## src/assert_macros.svh

```systemverilog
// Assertion macros used by the evaluator RTL.
`ifndef ASSERT_MACROS_SVH
`define ASSERT_MACROS_SVH

// Same-cycle implication, checked on clk, off during rst.
`define PEE_ASSERT_NOW(label, ante, cons, msg) \
  label: assert property (@(posedge clk) disable iff (rst) (ante) |-> (cons)) else $error(msg);

// Next-cycle implication, checked on clk, off during rst.
`define PEE_ASSERT_NEXT(label, ante, cons, msg) \
  label: assert property (@(posedge clk) disable iff (rst) (ante) |=> (cons)) else $error(msg);

`endif

```

## src/pee_pkg.sv

```systemverilog
// Types, codes and constants of the prefix expression evaluator.
package pee_pkg;

  localparam int DATA_W        = 32;
  localparam int STACK_DEPTH_D = 64;

  localparam logic [7:0] CH_ZERO  = 8'h30;
  localparam logic [7:0] CH_NINE  = 8'h39;
  localparam logic [7:0] CH_SPACE = 8'h20;
  localparam logic [7:0] CH_ADD   = 8'h2b;
  localparam logic [7:0] CH_SUB   = 8'h2d;
  localparam logic [7:0] CH_MUL   = 8'h2a;
  localparam logic [7:0] CH_DIV   = 8'h2f;

  typedef enum logic [2:0] {
    ST_OK       = 3'd0,
    ST_UNDER    = 3'd1,
    ST_OVER     = 3'd2,
    ST_INVALID  = 3'd3,
    ST_LEFTOVER = 3'd4,
    ST_DIVZERO  = 3'd5
  } status_t;

  typedef struct packed {
    logic [7:0] ch;
    logic       last;
  } req_t;

  typedef struct packed {
    logic signed [DATA_W-1:0] value;
    status_t                  status;
  } rsp_t;

  typedef struct packed {
    logic              start;
    logic [DATA_W-1:0] dividend;
    logic [DATA_W-1:0] divisor;
  } div_req_t;

  typedef struct packed {
    logic              done;
    logic [DATA_W-1:0] quotient;
  } div_rsp_t;

endpackage

```

## src/prefix_expression_evaluator.sv

```systemverilog
// Prefix expression evaluator top level: control sequencer, stack and divider.
//
// Usage: characters of one prefix expression arrive on the request channel
// (req_valid, req_stall, req) rightmost first; the leftmost carries last.
// Each request gives at most one response on (rsp_valid, rsp_stall, rsp):
// only the last character of an expression yields value and status.
// A character is taken in S_IDLE, where the stack entry under the top is read,
// and is pushed, popped or combined in S_EXEC. A divide then waits in S_DIV
// for the bit-serial divider, one quotient bit a cycle. The last character
// then loads the response register in S_FIN once that register is free.
// The top of stack sits in a register, the rest in a single-port-read memory,
// so each character needs one read and at most one write.
// Reset (rst, synchronous) empties the stack, clears the error and drops
// rsp_valid; stack contents are left as they are. A stalled response holds
// in its register while further characters are still taken; only the next
// last character waits until the register is free.
module prefix_expression_evaluator #(
  parameter int STACK_DEPTH = pee_pkg::STACK_DEPTH_D
) (
  input  logic          clk,
  input  logic          rst,
  input  logic          req_valid,
  output logic          req_stall,
  input  pee_pkg::req_t req,
  output logic          rsp_valid,
  input  logic          rsp_stall,
  output pee_pkg::rsp_t rsp
);

  `include "assert_macros.svh"

  localparam int W  = pee_pkg::DATA_W;
  localparam int AW = $clog2(STACK_DEPTH);
  localparam int CW = $clog2(STACK_DEPTH + 1);

  typedef enum logic [1:0] {
    S_IDLE,
    S_EXEC,
    S_DIV,
    S_FIN
  } state_t;

  state_t            state;
  logic [CW-1:0]     cnt;
  pee_pkg::status_t  err;
  logic [W-1:0]      top;
  logic [7:0]        ch;
  logic              last;

  logic              req_take;
  logic              rsp_free;
  logic              is_digit;
  logic              is_op;
  logic [W-1:0]      digit;
  logic              stk_wr_en;
  logic [AW-1:0]     stk_wr_addr;
  logic              stk_rd_en;
  logic [AW-1:0]     stk_rd_addr;
  logic [W-1:0]      stk_rd_data;
  pee_pkg::div_req_t div_req;
  pee_pkg::div_rsp_t div_rsp;
  pee_pkg::status_t  fin_status;

  always_comb begin
    req_stall   = (state != S_IDLE);
    req_take    = req_valid && !req_stall;
    rsp_free    = !rsp_valid || !rsp_stall;
    is_digit    = ch inside {[pee_pkg::CH_ZERO:pee_pkg::CH_NINE]};
    is_op       = ch inside {pee_pkg::CH_ADD, pee_pkg::CH_SUB,
                             pee_pkg::CH_MUL, pee_pkg::CH_DIV};
    digit       = W'(ch - pee_pkg::CH_ZERO);
    stk_rd_en   = req_take;
    stk_rd_addr = AW'(cnt - CW'(2));
    stk_wr_addr = AW'(cnt - CW'(1));
    stk_wr_en   = (state == S_EXEC) && (err == pee_pkg::ST_OK) && is_digit &&
                  (cnt != CW'(STACK_DEPTH)) && (cnt != '0);
    div_req.start    = (state == S_EXEC) && (err == pee_pkg::ST_OK) &&
                       (ch == pee_pkg::CH_DIV) && (cnt >= CW'(2)) &&
                       (stk_rd_data != '0);
    div_req.dividend = top;
    div_req.divisor  = stk_rd_data;
    if (err != pee_pkg::ST_OK) begin
      fin_status = err;
    end else if (cnt == '0) begin
      fin_status = pee_pkg::ST_UNDER;
    end else if (cnt != CW'(1)) begin
      fin_status = pee_pkg::ST_LEFTOVER;
    end else begin
      fin_status = pee_pkg::ST_OK;
    end
  end

  pee_stack #(
    .DEPTH (STACK_DEPTH),
    .AW    (AW)
  ) u_stack (
    .clk     (clk),
    .wr_en   (stk_wr_en),
    .wr_addr (stk_wr_addr),
    .wr_data (top),
    .rd_en   (stk_rd_en),
    .rd_addr (stk_rd_addr),
    .rd_data (stk_rd_data)
  );

  pee_divider u_divider (
    .clk (clk),
    .rst (rst),
    .req (div_req),
    .rsp (div_rsp)
  );

  always_ff @(posedge clk) begin
    if (rst) begin
      state     <= S_IDLE;
      cnt       <= '0;
      err       <= pee_pkg::ST_OK;
      rsp_valid <= 1'b0;
    end else begin
      if (rsp_valid && !rsp_stall && (state != S_FIN)) begin
        rsp_valid <= 1'b0;
      end
      case (state)
        S_IDLE: begin
          if (req_take) begin
            ch    <= req.ch;
            last  <= req.last;
            state <= S_EXEC;
          end
        end
        S_EXEC: begin
          state <= div_req.start ? S_DIV : (last ? S_FIN : S_IDLE);
          if (err == pee_pkg::ST_OK) begin
            if (is_digit) begin
              if (cnt == CW'(STACK_DEPTH)) begin
                err <= pee_pkg::ST_OVER;
              end else begin
                top <= digit;
                cnt <= cnt + CW'(1);
              end
            end else if (ch == pee_pkg::CH_SPACE) begin
              err <= pee_pkg::ST_OK;
            end else if (!is_op) begin
              err <= pee_pkg::ST_INVALID;
            end else if (cnt < CW'(2)) begin
              err <= pee_pkg::ST_UNDER;
            end else begin
              case (ch)
                pee_pkg::CH_ADD: begin
                  top <= top + stk_rd_data;
                  cnt <= cnt - CW'(1);
                end
                pee_pkg::CH_SUB: begin
                  top <= top - stk_rd_data;
                  cnt <= cnt - CW'(1);
                end
                pee_pkg::CH_MUL: begin
                  top <= top * stk_rd_data;
                  cnt <= cnt - CW'(1);
                end
                default: begin
                  if (stk_rd_data == '0) begin
                    err <= pee_pkg::ST_DIVZERO;
                  end
                end
              endcase
            end
          end
        end
        S_DIV: begin
          if (div_rsp.done) begin
            top   <= div_rsp.quotient;
            cnt   <= cnt - CW'(1);
            state <= last ? S_FIN : S_IDLE;
          end
        end
        S_FIN: begin
          if (rsp_free) begin
            rsp_valid  <= 1'b1;
            rsp.status <= fin_status;
            rsp.value  <= (fin_status == pee_pkg::ST_OK) ? top : '0;
            cnt        <= '0;
            err        <= pee_pkg::ST_OK;
            state      <= S_IDLE;
          end
        end
        default: begin
          state <= S_IDLE;
        end
      endcase
    end
  end

  `PEE_ASSERT_NOW(a_no_rd_wr_overlap, stk_wr_en, !stk_rd_en, "stack read and write overlap")
  `PEE_ASSERT_NOW(a_div_done_in_div, div_rsp.done, state == S_DIV, "divider done outside divide")
  `PEE_ASSERT_NOW(a_cnt_in_range, state != S_IDLE || !req_take || 1'b1, cnt <= CW'(STACK_DEPTH), "stack count beyond depth")
  `PEE_ASSERT_NEXT(a_fin_clears, state == S_FIN && rsp_free, rsp_valid && cnt == '0 && err == pee_pkg::ST_OK, "end of expression did not clear")
  `PEE_ASSERT_NOW(a_err_value_zero, rsp_valid && rsp.status != pee_pkg::ST_OK, rsp.value == '0, "error response carries a value")

endmodule

```

## src/pee_stack.sv

```systemverilog
// Operand stack memory: one write port, one read port with registered data.
module pee_stack #(
  parameter int DEPTH = pee_pkg::STACK_DEPTH_D,
  parameter int AW    = $clog2(DEPTH)
) (
  input  logic                      clk,
  input  logic                      wr_en,
  input  logic [AW-1:0]             wr_addr,
  input  logic [pee_pkg::DATA_W-1:0] wr_data,
  input  logic                      rd_en,
  input  logic [AW-1:0]             rd_addr,
  output logic [pee_pkg::DATA_W-1:0] rd_data
);

  logic [pee_pkg::DATA_W-1:0] mem [DEPTH];

  always_ff @(posedge clk) begin
    if (wr_en) begin
      mem[wr_addr] <= wr_data;
    end
  end

  always_ff @(posedge clk) begin
    if (rd_en) begin
      rd_data <= mem[rd_addr];
    end
  end

endmodule

```

## src/pee_divider.sv

```systemverilog
// Bit-serial signed divider, truncating toward zero, one quotient bit per cycle.
module pee_divider (
  input  logic              clk,
  input  logic              rst,
  input  pee_pkg::div_req_t req,
  output pee_pkg::div_rsp_t rsp
);

  localparam int W  = pee_pkg::DATA_W;
  localparam int SW = $clog2(W);

  logic          running;
  logic          done;
  logic          neg;
  logic [SW-1:0] step;
  logic [W-1:0]  quo;
  logic [W-1:0]  mag_d;
  logic [W:0]    rem;
  logic [W:0]    shifted;
  logic [W:0]    diff;
  logic [W-1:0]  mag_a;
  logic [W-1:0]  mag_b;

  always_comb begin
    mag_a   = req.dividend[W-1] ? (W'(0) - req.dividend) : req.dividend;
    mag_b   = req.divisor[W-1] ? (W'(0) - req.divisor) : req.divisor;
    shifted = {rem[W-1:0], quo[W-1]};
    diff    = shifted - {1'b0, mag_d};
  end

  always_ff @(posedge clk) begin
    if (rst) begin
      running <= 1'b0;
      done    <= 1'b0;
    end else begin
      if (req.start) begin
        running <= 1'b1;
        done    <= 1'b0;
        step    <= '0;
        rem     <= '0;
        quo     <= mag_a;
        mag_d   <= mag_b;
        neg     <= req.dividend[W-1] ^ req.divisor[W-1];
      end else if (running) begin
        rem  <= diff[W] ? shifted : diff;
        quo  <= {quo[W-2:0], ~diff[W]};
        step <= step + SW'(1);
        done <= (step == SW'(W - 1));
        if (step == SW'(W - 1)) begin
          running <= 1'b0;
        end
      end else begin
        done <= 1'b0;
      end
    end
  end

  assign rsp.done     = done;
  assign rsp.quotient = neg ? (W'(0) - quo) : quo;

endmodule

```

## config.mk

```make
export PLATFORM = sky130hd
export DESIGN_NAME = prefix_expression_evaluator
export DESIGN_NICKNAME = d
export VERILOG_FILES = /design/src/pee_pkg.sv /design/src/prefix_expression_evaluator.sv /design/src/pee_stack.sv /design/src/pee_divider.sv
export VERILOG_INCLUDE_DIRS = /design/src /design/src/src
export SDC_FILE = /design/constraint.sdc
export NUM_CORES = 2
export LEC_CHECK = 0
export ABC_CLOCK_PERIOD_IN_PS = 13560
export BUFFER_PORTS_ARGS = -buffer_cell sky130_fd_sc_hd__buf_2
export CORE_MARGIN = 2
export CORE_UTILIZATION = 55
export CTS_CLUSTER_SIZE = 40
export DETAILED_ROUTE_END_ITERATION = 16
export GPL_TIMING_DRIVEN = 0
export PLACE_DENSITY = 0.82
export SETUP_SLACK_MARGIN = 0.4
export SLEW_MARGIN = 40
export SYNTH_ARGS = -nofsm -noshare
export SYNTH_HDL_FRONTEND = slang
export SYNTH_SLANG_ARGS = --single-unit
```

## constraint.sdc

```tcl
create_clock -name clk -period 13.56 [get_ports clk]
set_input_delay 1.356 -clock clk [delete_from_list [all_inputs] [get_ports clk]]
set_output_delay 1.356 -clock clk [all_outputs]
set_load 0.02 [all_outputs]
```

==> run summary <==
TritonCTS clock tree: yes
Slew headroom: 0.344
#FFs+latches synth: 2273
DR vias: 69774
outcome: completed
global route overflow: 0
CTS HTree Levels: 4
final RePlAce weighted congestion: 0.998
register clock-pin slew on the reported worst setup and hold paths: 0.06 ns
initial DRC count: 12194
DR DRC count: 0
floorplan core area: 0.197 sq mm
Setup violations, final: 0
setup TNS: 0 ns
Initial Utilization: 0.552
Slew @ Worst Pin: 0.985 ns
CTS Hold Bufs: 0
Hold Path Class: reg2reg
Tcrit/Tclk final: 0.696
leading area contributor after synthesis: edfxtp_1
GR Util All Layers: 0.388
initial antenna violation count: 51
die height: 449 um
synth top area cells: edfxtp_1 (62%), mux4_2 (14%), fa_1 (7.6%)
HPWL after detailed placement: 255 mm
CTS root buf: clkbuf_16
register area share after synthesis: 0.627
Multi-input gate area: 0.0382 sq mm
first-pass GRT wire length: 541 mm
MaxCap Viol Count: 0
PostCTS Resize Cnt: 0
pin count of the biggest net entering global routing: 26
Hold Fails Final Rpt: 0
Detail Route Antenna Nets: 0
Port Buf Inserts: 49
clk_skew: 0.0824 ns
FP Rows: 163
element type at the critical path start: register
vias in the first global route: 69432
final-stage net count: 7533
clk buf depth: 3
die width: 449 um
Post-Syn Area: 0.109 sq mm
CTS Buf Count: 219
Post-synth EDFFs: 2258
Final min period: 9.44 ns
# IOs: 50
wirelength, routed: 389 mm
First-pass DRT Iterations: 12
Area Overhead vs Synth: 15.0%
max-slew violation count: 0
CP Capture Type: register
arrival time worst endpoint: 10.03 ns
synth warn: 0
Max Freq: 106 MHz
largest fanout on the critical path: 18
Worst-Skew Late Latency: 0.93 ns
Synth cell types: 78
Synth Instances: 6353
Clock Sinks: 2273
Synth Net Count: 6978
ys async rst share: 0
drt wl/cell: 39.9 um
Mean Syn Cell Area: 17.1 sq um
Crit path required time: 14.15 ns
area of the die: 0.201 sq mm
top_reg_cell synth: edfxtp_1
Synth top area share: 0.624
Fill cells: 12721
RSZ-0062 raised after global routing: false
kind of critical path: reg2reg
register area: 0.0681 sq mm
DR vias/cell: 7.16
share of layout cells above drive strength 1: 0.225
Post-CTS Setup Repair Bufs: 0
flip-flops by register name, summed over array words and instances, names as in the netlist, 2 cells and up:
name / flops
state: 2
u_stack.rd_data: 32
cnt: 7
u_divider.rem: 32
u_stack.mem: 2048
err: 3
rsp: 35
top: 32
ch: 8
u_divider.mag_d: 32
u_divider.quo: 32
u_divider.step: 5
routing by layer:
| layer | track usage | part of all wire | up-vias |
|---|---|---|---|
| met3 | 0.163 | 0.16 | 2119 |
| met4 | 0.279 | 0.095 | 54 |
| met1 | 0.461 | 0.31 | 35037 |
| met2 | 0.571 | 0.44 | 7281 |
| met5 | 0.00426 | 0.0018 | - |
| li1 | - | - | 25283 |
cells by family after synthesis:
group                      after synthesis  share of synthesized area
buffers and inverters                  803                     0.0280
and+or+nand+nor                       1191                     0.0547
muxes                                  669                      0.137
xor gates and xnor gates               255                     0.0205
adders and majority gates              612                     0.0988
AOI/OAI and AO/OA                      550                     0.0339
DFF                                   2273                      0.627
synth_stat cells (5+ instances only):
master       n
a211oi_1    43
a21boi_0     7
a21o_1      38
a21oi_1    100
a221o_1      6
a221oi_1     6
a311oi_1     6
a31oi_1     24
and2_1     349
and3_1      10
buf_1       76
buf_2       12
clkbuf_1   266
dfxtp_1     15
edfxtp_1  2258
fa_1       410
ha_1       202
inv_1      446
mux2i_1      9
mux4_2     659
nand2_1    418
nand2b_1    27
nand3_1     47
nand4_1     27
nor2_1     170
nor2b_1     23
nor3_1      40
nor4_1       6
o211ai_1    12
o21a_1      18
o21ai_0    118
o21ai_1     35
o21bai_1     5
o221ai_1     7
o22ai_1     12
o31ai_1     40
o41ai_1     15
o41ai_2     11
or2_2       10
or3_1       31
or4_1       11
xnor2_1    143
xor2_1     112
final timing paths:
kind | start | to | slack [ns] | cells after the start
hold / removal | u_divider.running$_SDFF_PP0_ | u_divider.done$_SDFF_PP0_ | 0.45 | 2
hold reg to reg | u_divider.running$_SDFF_PP0_ | u_divider.done$_SDFF_PP0_ | 0.45 | 2
setup / recovery | top[16]$_DFFE_PP_ | top[28]$_DFFE_PP_ | 4.12 | 26
setup reg to reg | top[16]$_DFFE_PP_ | top[28]$_DFFE_PP_ | 4.12 | 26
area by class of cell:
cell class,count,share of cell area
antenna,19,0.000380
buffer,357,0.0125
clock buffer,263,0.0457
clock inverter,135,0.0116
inverter,446,0.0134
multi-input combinational,3277,0.305
sequential,2273,0.545
tap,2640,0.0264
timing repair buffer,334,0.0398
worst max-delay path, cell delays in order, from the launching register on:
cell	delay, ns
edfxtp_1	0.34
buf_6	0.19
buf_6	0.25
buf_6	0.25
clkbuf_2	0.45
clkbuf_1	0.64
and2_1	0.25
fa_1	0.45
fa_1	0.49
fa_1	0.54
inv_1	0.06
fa_1	0.47
inv_1	0.05
fa_1	0.49
fa_1	0.57
fa_1	0.43
fa_1	0.50
ha_1	0.44
nand3_1	0.16
nor3b_1	0.60
nand3_1	0.17
o211a_1	0.29
nand2_1	0.14
a31oi_1	0.16
xor2_1	0.48
a32o_1	0.21
a21oi_1	0.07
placed cells by master (no fill, tap or decap), types with 12 or more instances in the layout:
| cell type | n |
|---|---|
| diode_2 | 19 |
| dfxtp_1 | 15 |
| nor2_1 | 100 |
| clkbuf_2 | 88 |
| a211oi_1 | 41 |
| nor3_1 | 38 |
| o21ai_1 | 35 |
| buf_2 | 120 |
| o41ai_1 | 15 |
| clkbuf_16 | 220 |
| clkbuf_1 | 224 |
| nor2_4 | 68 |
| nand4_1 | 27 |
| or3_1 | 31 |
| bufinv_16 | 22 |
| inv_1 | 446 |
| a31oi_1 | 24 |
| buf_8 | 97 |
| nand2_1 | 410 |
| xnor2_1 | 140 |
| a21oi_1 | 100 |
| o22ai_1 | 12 |
| nor2b_1 | 22 |
| clkinv_1 | 45 |
| nand2b_1 | 27 |
| a21o_1 | 38 |
| buf_16 | 72 |
| xor2_1 | 112 |
| o21ai_0 | 118 |
| and2_1 | 349 |
| o31ai_1 | 40 |
| mux4_2 | 659 |
| fa_1 | 410 |
| edfxtp_1 | 2258 |
| o21a_1 | 18 |
| clkinv_2 | 44 |
| nand3_1 | 43 |
| o211ai_1 | 12 |
| buf_6 | 113 |
| ha_1 | 202 |
stage by stage:
step / instance area, sq um / cells / worst slack (ns) / hold WS [ns] / util
4_1_cts: 125000 / 9723 / 4.13 / 0.449 / 0.634
3_5_place_dp: 118000 / 9325 / 4.18 / 0.435 / 0.598
6_report: 125000 / 9744 / 4.12 / 0.452 / 0.635
2_1_floorplan: 109000 / 6353 / 5.76 / 0.415 / -
5_1_grt: 125000 / 9728 / 4.08 / 0.477 / 0.635
3_3_place_gp: 112000 / 9042 / 2.63 / 0.426 / 0.570
Power is not shown: default switching activity piles up to over one toggle a cycle in this logic, so the estimate is an artifact.
